$ cat src/design/cbc_pkg.sv
// Shared constants and types for the color blob centroid block.
package cbc_pkg;

  localparam int unsigned MaxWidth  = 1024;
  localparam int unsigned MaxHeight = 1024;

  localparam int unsigned CoordW = 11;
  localparam int unsigned HitW   = 21;
  localparam int unsigned SumW   = 30;
  localparam int unsigned ProdW  = CoordW + HitW;
  localparam int unsigned QuoW   = CoordW;
  localparam int unsigned DivW   = HitW + 1;

  localparam int unsigned NumRegs  = 7;
  localparam int unsigned RegIdxW  = $clog2(NumRegs + 1);
  localparam int unsigned AddrW    = RegIdxW + 2;
  localparam int unsigned DataW    = 32;

  typedef enum logic [RegIdxW-1:0] {
    RegLumaLow     = 3'd0,
    RegLumaHigh    = 3'd1,
    RegBlueLow     = 3'd2,
    RegBlueHigh    = 3'd3,
    RegRedLow      = 3'd4,
    RegRedHigh     = 3'd5,
    RegMarkEnable  = 3'd6
  } cbc_reg_e;

  typedef enum logic [4:0] {
    StIdle = 5'b00001,
    StMul  = 5'b00010,
    StPrep = 5'b00100,
    StDiv  = 5'b01000,
    StEmit = 5'b10000
  } cbc_state_e;

  typedef struct packed {
    logic            done;
    logic [QuoW-1:0] quotient;
  } cbc_div_res_t;

endpackage

$ cat src/design/cbc_pix_if.sv
// Pixel input channel.
interface cbc_pix_if;
  logic       valid;
  logic       ready;
  logic [7:0] luma;
  logic [7:0] blue_diff;
  logic [7:0] red_diff;
  logic       line_end;
  logic       frame_end;

  modport source (output valid, luma, blue_diff, red_diff, line_end, frame_end, input ready);
  modport sink   (input valid, luma, blue_diff, red_diff, line_end, frame_end, output ready);
endinterface

$ cat src/design/cbc_res_if.sv
// Result channel: pixel passthrough and frame summary.
interface cbc_res_if;
  logic               valid;
  logic               ready;
  logic               kind;
  logic [7:0]         luma_out;
  logic               matched;
  logic [20:0]        match_total;
  logic signed [10:0] centre_x;
  logic signed [10:0] centre_y;
  logic               overflow;
  logic               last;

  modport source (output valid, kind, luma_out, matched, match_total, centre_x, centre_y,
                  overflow, last, input ready);
  modport sink   (input valid, kind, luma_out, matched, match_total, centre_x, centre_y,
                  overflow, last, output ready);
endinterface

$ cat src/design/cbc_div.sv
// Iterative restoring divider, one quotient bit per cycle.
module cbc_div (
  input  logic                               clk_i,
  input  logic                               rst_ni,
  input  logic                               start_i,
  input  logic [cbc_pkg::ProdW-1:0]          dividend_i,
  input  logic [cbc_pkg::DivW-1:0]           divisor_i,
  output cbc_pkg::cbc_div_res_t              res_o
);
  import cbc_pkg::*;

  localparam int unsigned CntW = $clog2(QuoW);

  logic                busy_q, busy_d;
  logic                done_q, done_d;
  logic [CntW-1:0]     cnt_q, cnt_d;
  logic [ProdW-1:0]    rem_q, rem_d;
  logic [ProdW-1:0]    dsh_q, dsh_d;
  logic [QuoW-1:0]     quo_q, quo_d;
  logic                fits;

  assign fits = rem_q >= dsh_q;

  always_comb begin
    busy_d = busy_q;
    done_d = 1'b0;
    cnt_d  = cnt_q;
    rem_d  = rem_q;
    dsh_d  = dsh_q;
    quo_d  = quo_q;
    if (start_i) begin
      busy_d = 1'b1;
      cnt_d  = CntW'(QuoW - 1);
      rem_d  = dividend_i;
      dsh_d  = ProdW'({divisor_i, {(QuoW-1){1'b0}}});
      quo_d  = '0;
    end else if (busy_q) begin
      if (fits) begin
        rem_d = rem_q - dsh_q;
      end
      quo_d = {quo_q[QuoW-2:0], fits};
      dsh_d = dsh_q >> 1;
      cnt_d = cnt_q - 1'b1;
      if (cnt_q == '0) begin
        busy_d = 1'b0;
        done_d = 1'b1;
      end
    end
  end

  always_ff @(posedge clk_i or negedge rst_ni) begin
    if (!rst_ni) begin
      busy_q <= 1'b0;
      done_q <= 1'b0;
      cnt_q  <= '0;
    end else begin
      busy_q <= busy_d;
      done_q <= done_d;
      cnt_q  <= cnt_d;
    end
  end

  always_ff @(posedge clk_i) begin
    rem_q <= rem_d;
    dsh_q <= dsh_d;
    quo_q <= quo_d;
  end

  assign res_o.done     = done_q;
  assign res_o.quotient = quo_q;

endmodule

$ cat src/design/color_blob_centroid_core.sv
// Color threshold blob centroid: top level with counters, sequencer and config port.
//
// Pixels stream in raster order; each ordinary pixel yields one passthrough transfer.
// The frame_end pixel yields its passthrough and then a summary, after StMul, StPrep
// and StDiv have run for the x axis and again for the y axis and StEmit has waited
// out any result-side stall: one shared 11x21 multiplier and one 11-step divider
// serve both axes, and no pixel is taken meanwhile.
// Config registers sit at byte address 4*i and are written in the APB access phase.
module color_blob_centroid_core (
  input  logic                          clk_i,
  input  logic                          rst_ni,
  cbc_pix_if.sink                       pix_i,
  cbc_res_if.source                     res_o,
  input  logic                          psel_i,
  input  logic                          penable_i,
  input  logic                          pwrite_i,
  input  logic [cbc_pkg::AddrW-1:0]     paddr_i,
  input  logic [cbc_pkg::DataW-1:0]     pwdata_i,
  output logic [cbc_pkg::DataW-1:0]     prdata_o,
  output logic                          pready_o
);
  import cbc_pkg::*;

  localparam logic [CoordW-1:0] MaxW = CoordW'(MaxWidth);
  localparam logic [CoordW-1:0] MaxH = CoordW'(MaxHeight);

  // config registers
  logic [7:0] luma_low_q, luma_high_q, blue_low_q, blue_high_q, red_low_q, red_high_q;
  logic       mark_q;
  logic       cfg_wr;
  logic [RegIdxW-1:0] cfg_idx;

  assign pready_o = 1'b1;
  assign cfg_wr   = psel_i && penable_i && pwrite_i;
  assign cfg_idx  = paddr_i[AddrW-1:2];

  always_ff @(posedge clk_i or negedge rst_ni) begin
    if (!rst_ni) begin
      luma_low_q  <= '0;
      luma_high_q <= '0;
      blue_low_q  <= '0;
      blue_high_q <= '0;
      red_low_q   <= '0;
      red_high_q  <= '0;
      mark_q      <= 1'b0;
    end else if (cfg_wr) begin
      case (cfg_idx)
        RegLumaLow:    luma_low_q  <= pwdata_i[7:0];
        RegLumaHigh:   luma_high_q <= pwdata_i[7:0];
        RegBlueLow:    blue_low_q  <= pwdata_i[7:0];
        RegBlueHigh:   blue_high_q <= pwdata_i[7:0];
        RegRedLow:     red_low_q   <= pwdata_i[7:0];
        RegRedHigh:    red_high_q  <= pwdata_i[7:0];
        RegMarkEnable: mark_q      <= pwdata_i[0];
        default: ;
      endcase
    end
  end

  always_comb begin
    case (cfg_idx)
      RegLumaLow:    prdata_o = DataW'(luma_low_q);
      RegLumaHigh:   prdata_o = DataW'(luma_high_q);
      RegBlueLow:    prdata_o = DataW'(blue_low_q);
      RegBlueHigh:   prdata_o = DataW'(blue_high_q);
      RegRedLow:     prdata_o = DataW'(red_low_q);
      RegRedHigh:    prdata_o = DataW'(red_high_q);
      RegMarkEnable: prdata_o = DataW'(mark_q);
      default:       prdata_o = '0;
    endcase
  end

  // state
  cbc_state_e        state_q, state_d;
  logic              axis_q, axis_d;
  logic [CoordW-1:0] column_q, column_d, row_q, row_d;
  logic [CoordW-1:0] width_q, width_d, height_q, height_d;
  logic [HitW-1:0]   hit_q, hit_d;
  logic [SumW-1:0]   csum_q, csum_d, rsum_q, rsum_d;
  logic              ovf_q, ovf_d;
  logic              out_valid_q, out_valid_d;

  // datapath registers
  logic [ProdW-1:0]  prod_q;
  logic              neg_q;
  logic [CoordW-1:0] cx_q, cy_q;
  logic              load_pix, load_sum;

  logic               o_kind_q, o_matched_q, o_ovf_q, o_last_q;
  logic [7:0]         o_luma_q;
  logic [HitW-1:0]    o_total_q;
  logic [CoordW-1:0]  o_cx_q, o_cy_q;

  logic slot_free, accept, match, in_frame;

  assign slot_free   = !out_valid_q || res_o.ready;
  assign pix_i.ready = (state_q == StIdle) && slot_free;
  assign accept      = pix_i.valid && pix_i.ready;

  assign match = (pix_i.luma >= luma_low_q) && (pix_i.luma <= luma_high_q) &&
                 (pix_i.blue_diff >= blue_low_q) && (pix_i.blue_diff <= blue_high_q) &&
                 (pix_i.red_diff >= red_low_q) && (pix_i.red_diff <= red_high_q);
  assign in_frame = (column_q < MaxW) && (row_q < MaxH);

  // shared divider
  logic               div_start;
  logic [32:0]        diff;
  logic [ProdW-1:0]   mag;
  logic [ProdW-1:0]   dividend;
  cbc_div_res_t       div_res;
  logic [QuoW-1:0]    signed_q;

  always_comb begin
    if (axis_q) begin
      diff = {1'b0, prod_q} - {2'b00, rsum_q, 1'b0};
    end else begin
      diff = {2'b00, csum_q, 1'b0} - {1'b0, prod_q};
    end
  end
  assign mag      = diff[32] ? ProdW'(-diff) : diff[ProdW-1:0];
  assign dividend = mag + ProdW'(hit_q);
  assign div_start = (state_q == StPrep);
  assign signed_q = neg_q ? (~div_res.quotient + 1'b1) : div_res.quotient;

  cbc_div u_div (
    .clk_i      (clk_i),
    .rst_ni     (rst_ni),
    .start_i    (div_start),
    .dividend_i (dividend),
    .divisor_i  ({hit_q, 1'b0}),
    .res_o      (div_res)
  );

  always_comb begin
    state_d     = state_q;
    axis_d      = axis_q;
    column_d    = column_q;
    row_d       = row_q;
    width_d     = width_q;
    height_d    = height_q;
    hit_d       = hit_q;
    csum_d      = csum_q;
    rsum_d      = rsum_q;
    ovf_d       = ovf_q;
    out_valid_d = out_valid_q && !res_o.ready;
    load_pix    = 1'b0;
    load_sum    = 1'b0;
    case (state_q)
      StIdle: begin
        if (accept) begin
          load_pix    = 1'b1;
          out_valid_d = 1'b1;
          if (!in_frame) begin
            ovf_d = 1'b1;
          end
          if (match && in_frame) begin
            hit_d  = hit_q + 1'b1;
            csum_d = csum_q + SumW'(column_q);
            rsum_d = rsum_q + SumW'(row_q);
          end
          if ((pix_i.line_end || pix_i.frame_end) && row_q == '0) begin
            width_d = (column_q < MaxW) ? column_q + 1'b1 : MaxW;
          end
          if (pix_i.frame_end) begin
            height_d = (row_q < MaxH) ? row_q + 1'b1 : MaxH;
            column_d = '0;
            row_d    = '0;
            axis_d   = 1'b0;
            state_d  = StMul;
          end else if (pix_i.line_end) begin
            column_d = '0;
            if (row_q < MaxH) begin
              row_d = row_q + 1'b1;
            end
          end else if (column_q < MaxW) begin
            column_d = column_q + 1'b1;
          end
        end
      end
      StMul:  state_d = StPrep;
      StPrep: state_d = StDiv;
      StDiv: begin
        if (div_res.done) begin
          if (axis_q) begin
            state_d = StEmit;
          end else begin
            axis_d  = 1'b1;
            state_d = StMul;
          end
        end
      end
      StEmit: begin
        if (slot_free) begin
          load_sum    = 1'b1;
          out_valid_d = 1'b1;
          width_d     = '0;
          height_d    = '0;
          hit_d       = '0;
          csum_d      = '0;
          rsum_d      = '0;
          ovf_d       = 1'b0;
          state_d     = StIdle;
        end
      end
      default: state_d = StIdle;
    endcase
  end

  always_ff @(posedge clk_i or negedge rst_ni) begin
    if (!rst_ni) begin
      state_q     <= StIdle;
      axis_q      <= 1'b0;
      column_q    <= '0;
      row_q       <= '0;
      width_q     <= '0;
      height_q    <= '0;
      hit_q       <= '0;
      csum_q      <= '0;
      rsum_q      <= '0;
      ovf_q       <= 1'b0;
      out_valid_q <= 1'b0;
    end else begin
      state_q     <= state_d;
      axis_q      <= axis_d;
      column_q    <= column_d;
      row_q       <= row_d;
      width_q     <= width_d;
      height_q    <= height_d;
      hit_q       <= hit_d;
      csum_q      <= csum_d;
      rsum_q      <= rsum_d;
      ovf_q       <= ovf_d;
      out_valid_q <= out_valid_d;
    end
  end

  always_ff @(posedge clk_i) begin
    if (state_q == StMul) begin
      prod_q <= (axis_q ? height_q : width_q) * hit_q;
    end
    if (state_q == StPrep) begin
      neg_q <= diff[32];
    end
    if (state_q == StDiv && div_res.done) begin
      if (axis_q) begin
        cy_q <= signed_q;
      end else begin
        cx_q <= signed_q;
      end
    end
    if (load_pix) begin
      o_kind_q    <= 1'b0;
      o_luma_q    <= (match && mark_q) ? 8'hFF : pix_i.luma;
      o_matched_q <= match;
      o_total_q   <= '0;
      o_cx_q      <= '0;
      o_cy_q      <= '0;
      o_ovf_q     <= 1'b0;
      o_last_q    <= !pix_i.frame_end;
    end else if (load_sum) begin
      o_kind_q    <= 1'b1;
      o_luma_q    <= '0;
      o_matched_q <= 1'b0;
      o_total_q   <= hit_q;
      o_cx_q      <= (hit_q == '0) ? '0 : cx_q;
      o_cy_q      <= (hit_q == '0) ? '0 : cy_q;
      o_ovf_q     <= ovf_q;
      o_last_q    <= 1'b1;
    end
  end

  assign res_o.valid       = out_valid_q;
  assign res_o.kind        = o_kind_q;
  assign res_o.luma_out    = o_luma_q;
  assign res_o.matched     = o_matched_q;
  assign res_o.match_total = o_total_q;
  assign res_o.centre_x    = o_cx_q;
  assign res_o.centre_y    = o_cy_q;
  assign res_o.overflow    = o_ovf_q;
  assign res_o.last        = o_last_q;

endmodule

$ cat src/flat_wrapper.sv
// flat-port wrapper written by rule: the top's interface ports become plain ports
module color_blob_centroid_core_flat import cbc_pkg::*;
  (clk_i, rst_ni, psel_i, penable_i, pwrite_i, paddr_i, pwdata_i, prdata_o, pready_o, pix_i_valid, pix_i_luma, pix_i_blue_diff, pix_i_red_diff, pix_i_line_end, pix_i_frame_end, pix_i_ready, res_o_valid, res_o_kind, res_o_luma_out, res_o_matched, res_o_match_total, res_o_centre_x, res_o_centre_y, res_o_overflow, res_o_last, res_o_ready);
  cbc_pix_if pix_i_i ();
  cbc_res_if res_o_i ();
  input  logic clk_i;
  input  logic rst_ni;
  input  logic psel_i;
  input  logic penable_i;
  input  logic pwrite_i;
  input  logic [cbc_pkg::AddrW-1:0] paddr_i;
  input  logic [cbc_pkg::DataW-1:0] pwdata_i;
  output logic [cbc_pkg::DataW-1:0] prdata_o;
  output logic pready_o;
  input wire logic [$bits(pix_i_i.valid)-1:0] pix_i_valid;
  input wire logic [$bits(pix_i_i.luma)-1:0] pix_i_luma;
  input wire logic [$bits(pix_i_i.blue_diff)-1:0] pix_i_blue_diff;
  input wire logic [$bits(pix_i_i.red_diff)-1:0] pix_i_red_diff;
  input wire logic [$bits(pix_i_i.line_end)-1:0] pix_i_line_end;
  input wire logic [$bits(pix_i_i.frame_end)-1:0] pix_i_frame_end;
  output wire logic [$bits(pix_i_i.ready)-1:0] pix_i_ready;
  output wire logic [$bits(res_o_i.valid)-1:0] res_o_valid;
  output wire logic [$bits(res_o_i.kind)-1:0] res_o_kind;
  output wire logic [$bits(res_o_i.luma_out)-1:0] res_o_luma_out;
  output wire logic [$bits(res_o_i.matched)-1:0] res_o_matched;
  output wire logic [$bits(res_o_i.match_total)-1:0] res_o_match_total;
  output wire logic [$bits(res_o_i.centre_x)-1:0] res_o_centre_x;
  output wire logic [$bits(res_o_i.centre_y)-1:0] res_o_centre_y;
  output wire logic [$bits(res_o_i.overflow)-1:0] res_o_overflow;
  output wire logic [$bits(res_o_i.last)-1:0] res_o_last;
  input wire logic [$bits(res_o_i.ready)-1:0] res_o_ready;
  assign pix_i_i.valid = pix_i_valid;
  assign pix_i_i.luma = pix_i_luma;
  assign pix_i_i.blue_diff = pix_i_blue_diff;
  assign pix_i_i.red_diff = pix_i_red_diff;
  assign pix_i_i.line_end = pix_i_line_end;
  assign pix_i_i.frame_end = pix_i_frame_end;
  assign pix_i_ready = pix_i_i.ready;
  assign res_o_valid = res_o_i.valid;
  assign res_o_kind = res_o_i.kind;
  assign res_o_luma_out = res_o_i.luma_out;
  assign res_o_matched = res_o_i.matched;
  assign res_o_match_total = res_o_i.match_total;
  assign res_o_centre_x = res_o_i.centre_x;
  assign res_o_centre_y = res_o_i.centre_y;
  assign res_o_overflow = res_o_i.overflow;
  assign res_o_last = res_o_i.last;
  assign res_o_i.ready = res_o_ready;
  color_blob_centroid_core u_core (.clk_i(clk_i), .rst_ni(rst_ni), .pix_i(pix_i_i), .res_o(res_o_i), .psel_i(psel_i), .penable_i(penable_i), .pwrite_i(pwrite_i), .paddr_i(paddr_i), .pwdata_i(pwdata_i), .prdata_o(prdata_o), .pready_o(pready_o));
endmodule
$ cat config.mk
export PLATFORM = sky130hd
export DESIGN_NAME = color_blob_centroid_core_flat
export DESIGN_NICKNAME = d
export VERILOG_FILES = /design/src/design/cbc_pkg.sv /design/src/design/cbc_pix_if.sv /design/src/design/cbc_res_if.sv /design/src/design/cbc_div.sv /design/src/design/color_blob_centroid_core.sv /design/src/flat_wrapper.sv
export SDC_FILE = /design/constraint.sdc
export NUM_CORES = 2
export LEC_CHECK = 0
export BUFFER_PORTS_ARGS = -buffer_cell sky130_fd_sc_hd__buf_2
export CAP_MARGIN = 40
export CORE_MARGIN = 5
export CORE_UTILIZATION = 55
export CTS_BUF_LIST = sky130_fd_sc_hd__clkbuf_2 sky130_fd_sc_hd__clkbuf_4 sky130_fd_sc_hd__clkbuf_8
export CTS_CLUSTER_SIZE = 40
export DETAILED_ROUTE_END_ITERATION = 10
export HOLD_SLACK_MARGIN = 0.15
export PLACE_DENSITY = 0.84
export SETUP_SLACK_MARGIN = 0.5
export SYNTH_ARGS = -nofsm -noshare
export SYNTH_HDL_FRONTEND = slang
export SYNTH_HIERARCHICAL = 1
export SYNTH_SLANG_ARGS = --single-unit
$ cat constraint.sdc
create_clock -name clk_i -period 9 [get_ports clk_i]
set_clock_uncertainty 0.2 [all_clocks]
set_input_delay 1.35 -clock clk_i [delete_from_list [all_inputs] [get_ports clk_i]]
set_output_delay 1.35 -clock clk_i [all_outputs]
set_load 0.05 [all_outputs]
==> results.py <==
metrics = {
    "outcome": {
        "status": "completed",
    },
    "critical_path": {
        "critPathMostFrequentCell": "a21oi_1",
        "cp_max_fo": 11,
        "cp.required_ns": 9.16,
        "path_class": "register to register",
        "critPathSlowestCell": "o41ai_1",
        "cp-start-kind": "register",
        "cpPeakStageDelay_ns": 0.54,
        "reg2regPathDepth": 29,
        "worstPathArrival_ns": 7.81,
        "cp-end-kind": "register",
    },
    "timing": {
        "fin_crit_sh_pct": 85.0,
        "finalSetupViolCount": 0,
        "slew_headroom_pct": 36.3,
        "worst_pin_slew_ns": 0.956,
        "finalCriticalPeriod_ns": 7.65,
        "rsz0062_at_grt": "no",
        "drv_slew": 0,
        "setup_tns_ns": 0,
        "max_freq_ghz": 0.131,
        "hold_viol_final": 0,
    },
    "floorplanning": {
        "dieArea_sq_um": 64900,
        "die_w_microns": 255,
        "row_count": 89,
        "start_util_pct": 55.6,
        "fp.dieH_microns": 255,
        "boundaryPins": 160,
        "core_sq_um": 59200,
    },
    "logic_synthesis": {
        "synth_edf_count": 119,
        "ys_warn_count": 6,
        "postSynthCellCount": 3819,
        "yosysSeqAreaShare_pct": 29.1,
        "ys_types": 100,
        "async_flop_share_pct": 50.4,
        "synth_area_sq_um": 33000,
        "yosys_most_used_dff": "dfrtp_1",
        "synth_area_per_cell_sq_um": 8.63,
        "ys_ff_latch": 373,
    },
    "drt": {
        "dr.pass1.iters": 6,
        "routed_wl_mm": 86.8,
        "vias_per_cell": 5.97,
        "drt_iter0_drc": 2412,
        "ant_nets": 0,
        "wl_per_cell_microns": 18.5,
        "vias": 28021,
        "drc_errors": 0,
    },
    "global_routing": {
        "groute.usage.overall_pct": 26.4,
        "grt_pass1_wl_mm": 140,
        "grt_start_max_net_pins": 81,
        "grt-ovfl-total": 0,
        "antenna_found_initial": 2,
        "grt_pass1_vias": 27635,
    },
    "final_layout": {
        "drive_above_1_share_pct": 9.31,
        "final_util_pct": 60.3,
        "mostFrequentLayoutCell": "nand2_1",
        "area_growth_pct": 8.40,
        "layout.nets": 4376,
        "mostFrequentLayoutCells": "nand2_1, inv_1, nor2_1",
        "n_fill_cell": 4887,
    },
    "clock_tree": {
        "clock_path_buffers": 3,
        "htreeDepth": 3,
        "cts_tree": "done",
        "cts_setup_buffers": 0,
        "cts_sinks": 373,
        "root_buffer": "clkbuf_8",
        "clkTransAtPathRegs_ns": 0.06,
        "clk_latency_ns": 0.67,
        "cts_resized": 0,
        "numCtsBuffers": 69,
        "cts-hold-fix-buffers": 0,
    },
    "hold_path": {
        "hp-class": "register to register",
        "hold_path_depth": 2,
    },
    "place": {
        "routabilityCongestion": 0.975,
        "portBuffers": 108,
        "dp_hpwl_mm": 64.4,
    },
    "flow_run": {
        "drv_cap": 0,
    },
    "pwr": {
        "cellPowerDensity_nw_per_um2": 235,
        "vdd_drop_max_mv": 0.122,
        "leakage_nw": 16.2,
    },
}
==> metrics by stage <==
| step | hold slack (ns) | area [sq um] | setup WS (ns) | power (mW) | std cells |
|---|---|---|---|---|---|
| floorplan | 0.236 | 33000 | 0.587 | 5.57 | 3843 |
| global placement | 0.237 | 34100 | 1.48 | 6.39 | 4560 |
| detailed placement | 0.240 | 34200 | 1.46 | 6.53 | 4567 |
| CTS | 0.250 | 35700 | 1.42 | 8.37 | 4693 |
| global route | 0.272 | 35700 | 0.789 | 8.99 | 4694 |
| finish | 0.251 | 35700 | 1.35 | 8.41 | 4694 |
==> registers in the layout (all words and copies together), names as in the netlist, 21 cells and up <==
signal                    count
u_core/hit_q                 21
u_core/res_o.match_total     21
u_core/rsum_q                30
u_core/u_div/rem_q           32
u_core/csum_q                30
u_core/prod_q                32
u_core/u_div/dsh_q           32
==> worst max-delay path: cells and delay by family (launching register included) <==
family / cells / cell delay [ns]
fa+ha+maj: 2 / 0.88
buf+inv: 2 / 0.24
compound gates: 18 / 4.60
flops: 1 / 0.37
xor+xnor: 1 / 0.12
simple gates: 6 / 0.91
==> report_power, final <==
part / total [mW] / leakage (nW) / internal (mW) / switching [mW]
clock network: 1.81 / 0.806 / 1.03 / 0.774
logic: 4.10 / 11.4 / 1.58 / 2.52
registers: 2.51 / 4.02 / 2.23 / 0.279
==> synth_stat cells, types with 25 or more instances <==
cell,n,area (sq um)
dfrtp_1,187,4680
mux2_2,33,372
and3_1,27,169
and2_1,98,613
clkbuf_1,158,593
o211ai_1,25,188
buf_4,26,195
nand2b_1,34,213
nand3_1,84,420
nand2_1,494,1850
fa_1,176,3520
o31ai_1,45,338
edfxtp_1,119,3570
a21o_1,70,526
xnor2_1,148,1300
nand4_1,49,307
nor3_1,50,250
nor2_1,275,1030
o21ai_0,244,1220
dfxtp_1,66,1320
nor2b_1,28,175
or3_1,28,175
mux2i_1,52,521
xor2_1,65,569
ha_1,265,3320
a22o_1,28,245
a21oi_1,211,1060
inv_1,383,1440
==> worst paths after layout <==
check                                                    startpoint                                       end  slack, ns
hold reg to reg            u_core/res_o.match_total[2]$_SDFFE_PP0P_  u_core/res_o.match_total[2]$_SDFFE_PP0P_       0.25
setup / recovery                      u_core/rsum_q[16]$_DFFE_PN0P_          u_core/u_div/rem_q[26]$_DFFE_PP_       1.35
max in group asynchronous                                    rst_ni              u_core/hit_q[16]$_DFFE_PN0P_       6.75
setup reg to reg                      u_core/rsum_q[16]$_DFFE_PN0P_          u_core/u_div/rem_q[26]$_DFFE_PP_       1.35
hold / removal             u_core/res_o.match_total[2]$_SDFFE_PP0P_  u_core/res_o.match_total[2]$_SDFFE_PP0P_       0.25
min in group asynchronous                                    rst_ni            u_core/height_q[5]$_DFFE_PN0P_       0.40
==> cell families (layout without fill, tap and decap cells) <==
family,count (synthesis),in the layout,share of synthesized area [%]
simple gates,1259,1259,18.0
buf+inv,593,670,7.10
other cells,2,27,0.0228
flops,373,373,29.1
fa+ha+maj,441,441,20.8
xor+xnor,213,213,5.66
mux,88,88,2.91
compound gates,850,850,16.4
==> cell type report <==
class                   instances  area (sq um)  share of cell area (%)
clock buffers                  99          1220                    3.41
well taps                     773           967                    2.71
flip-flops and latches        373          9600                    26.9
diodes                          1          2.50                 0.00700
repair buffers                158          1010                    2.83
clock inverters                27           308                   0.862
inverters                     386          1450                    4.06
multi-input cells            2877         21200                    59.2
==> metal layers <==
metal | up-vias | GRT usage, % | part of all wire, %
li1 | 13192 | - | -
met1 | 13468 | 33.9 | 40
met2 | 1103 | 44.7 | 48
met3 | 256 | 4.17 | 7.2
met4 | 2 | 10.7 | 4.3
met5 | - | 0 | 0.010
(Power assumes the default switching activity.)
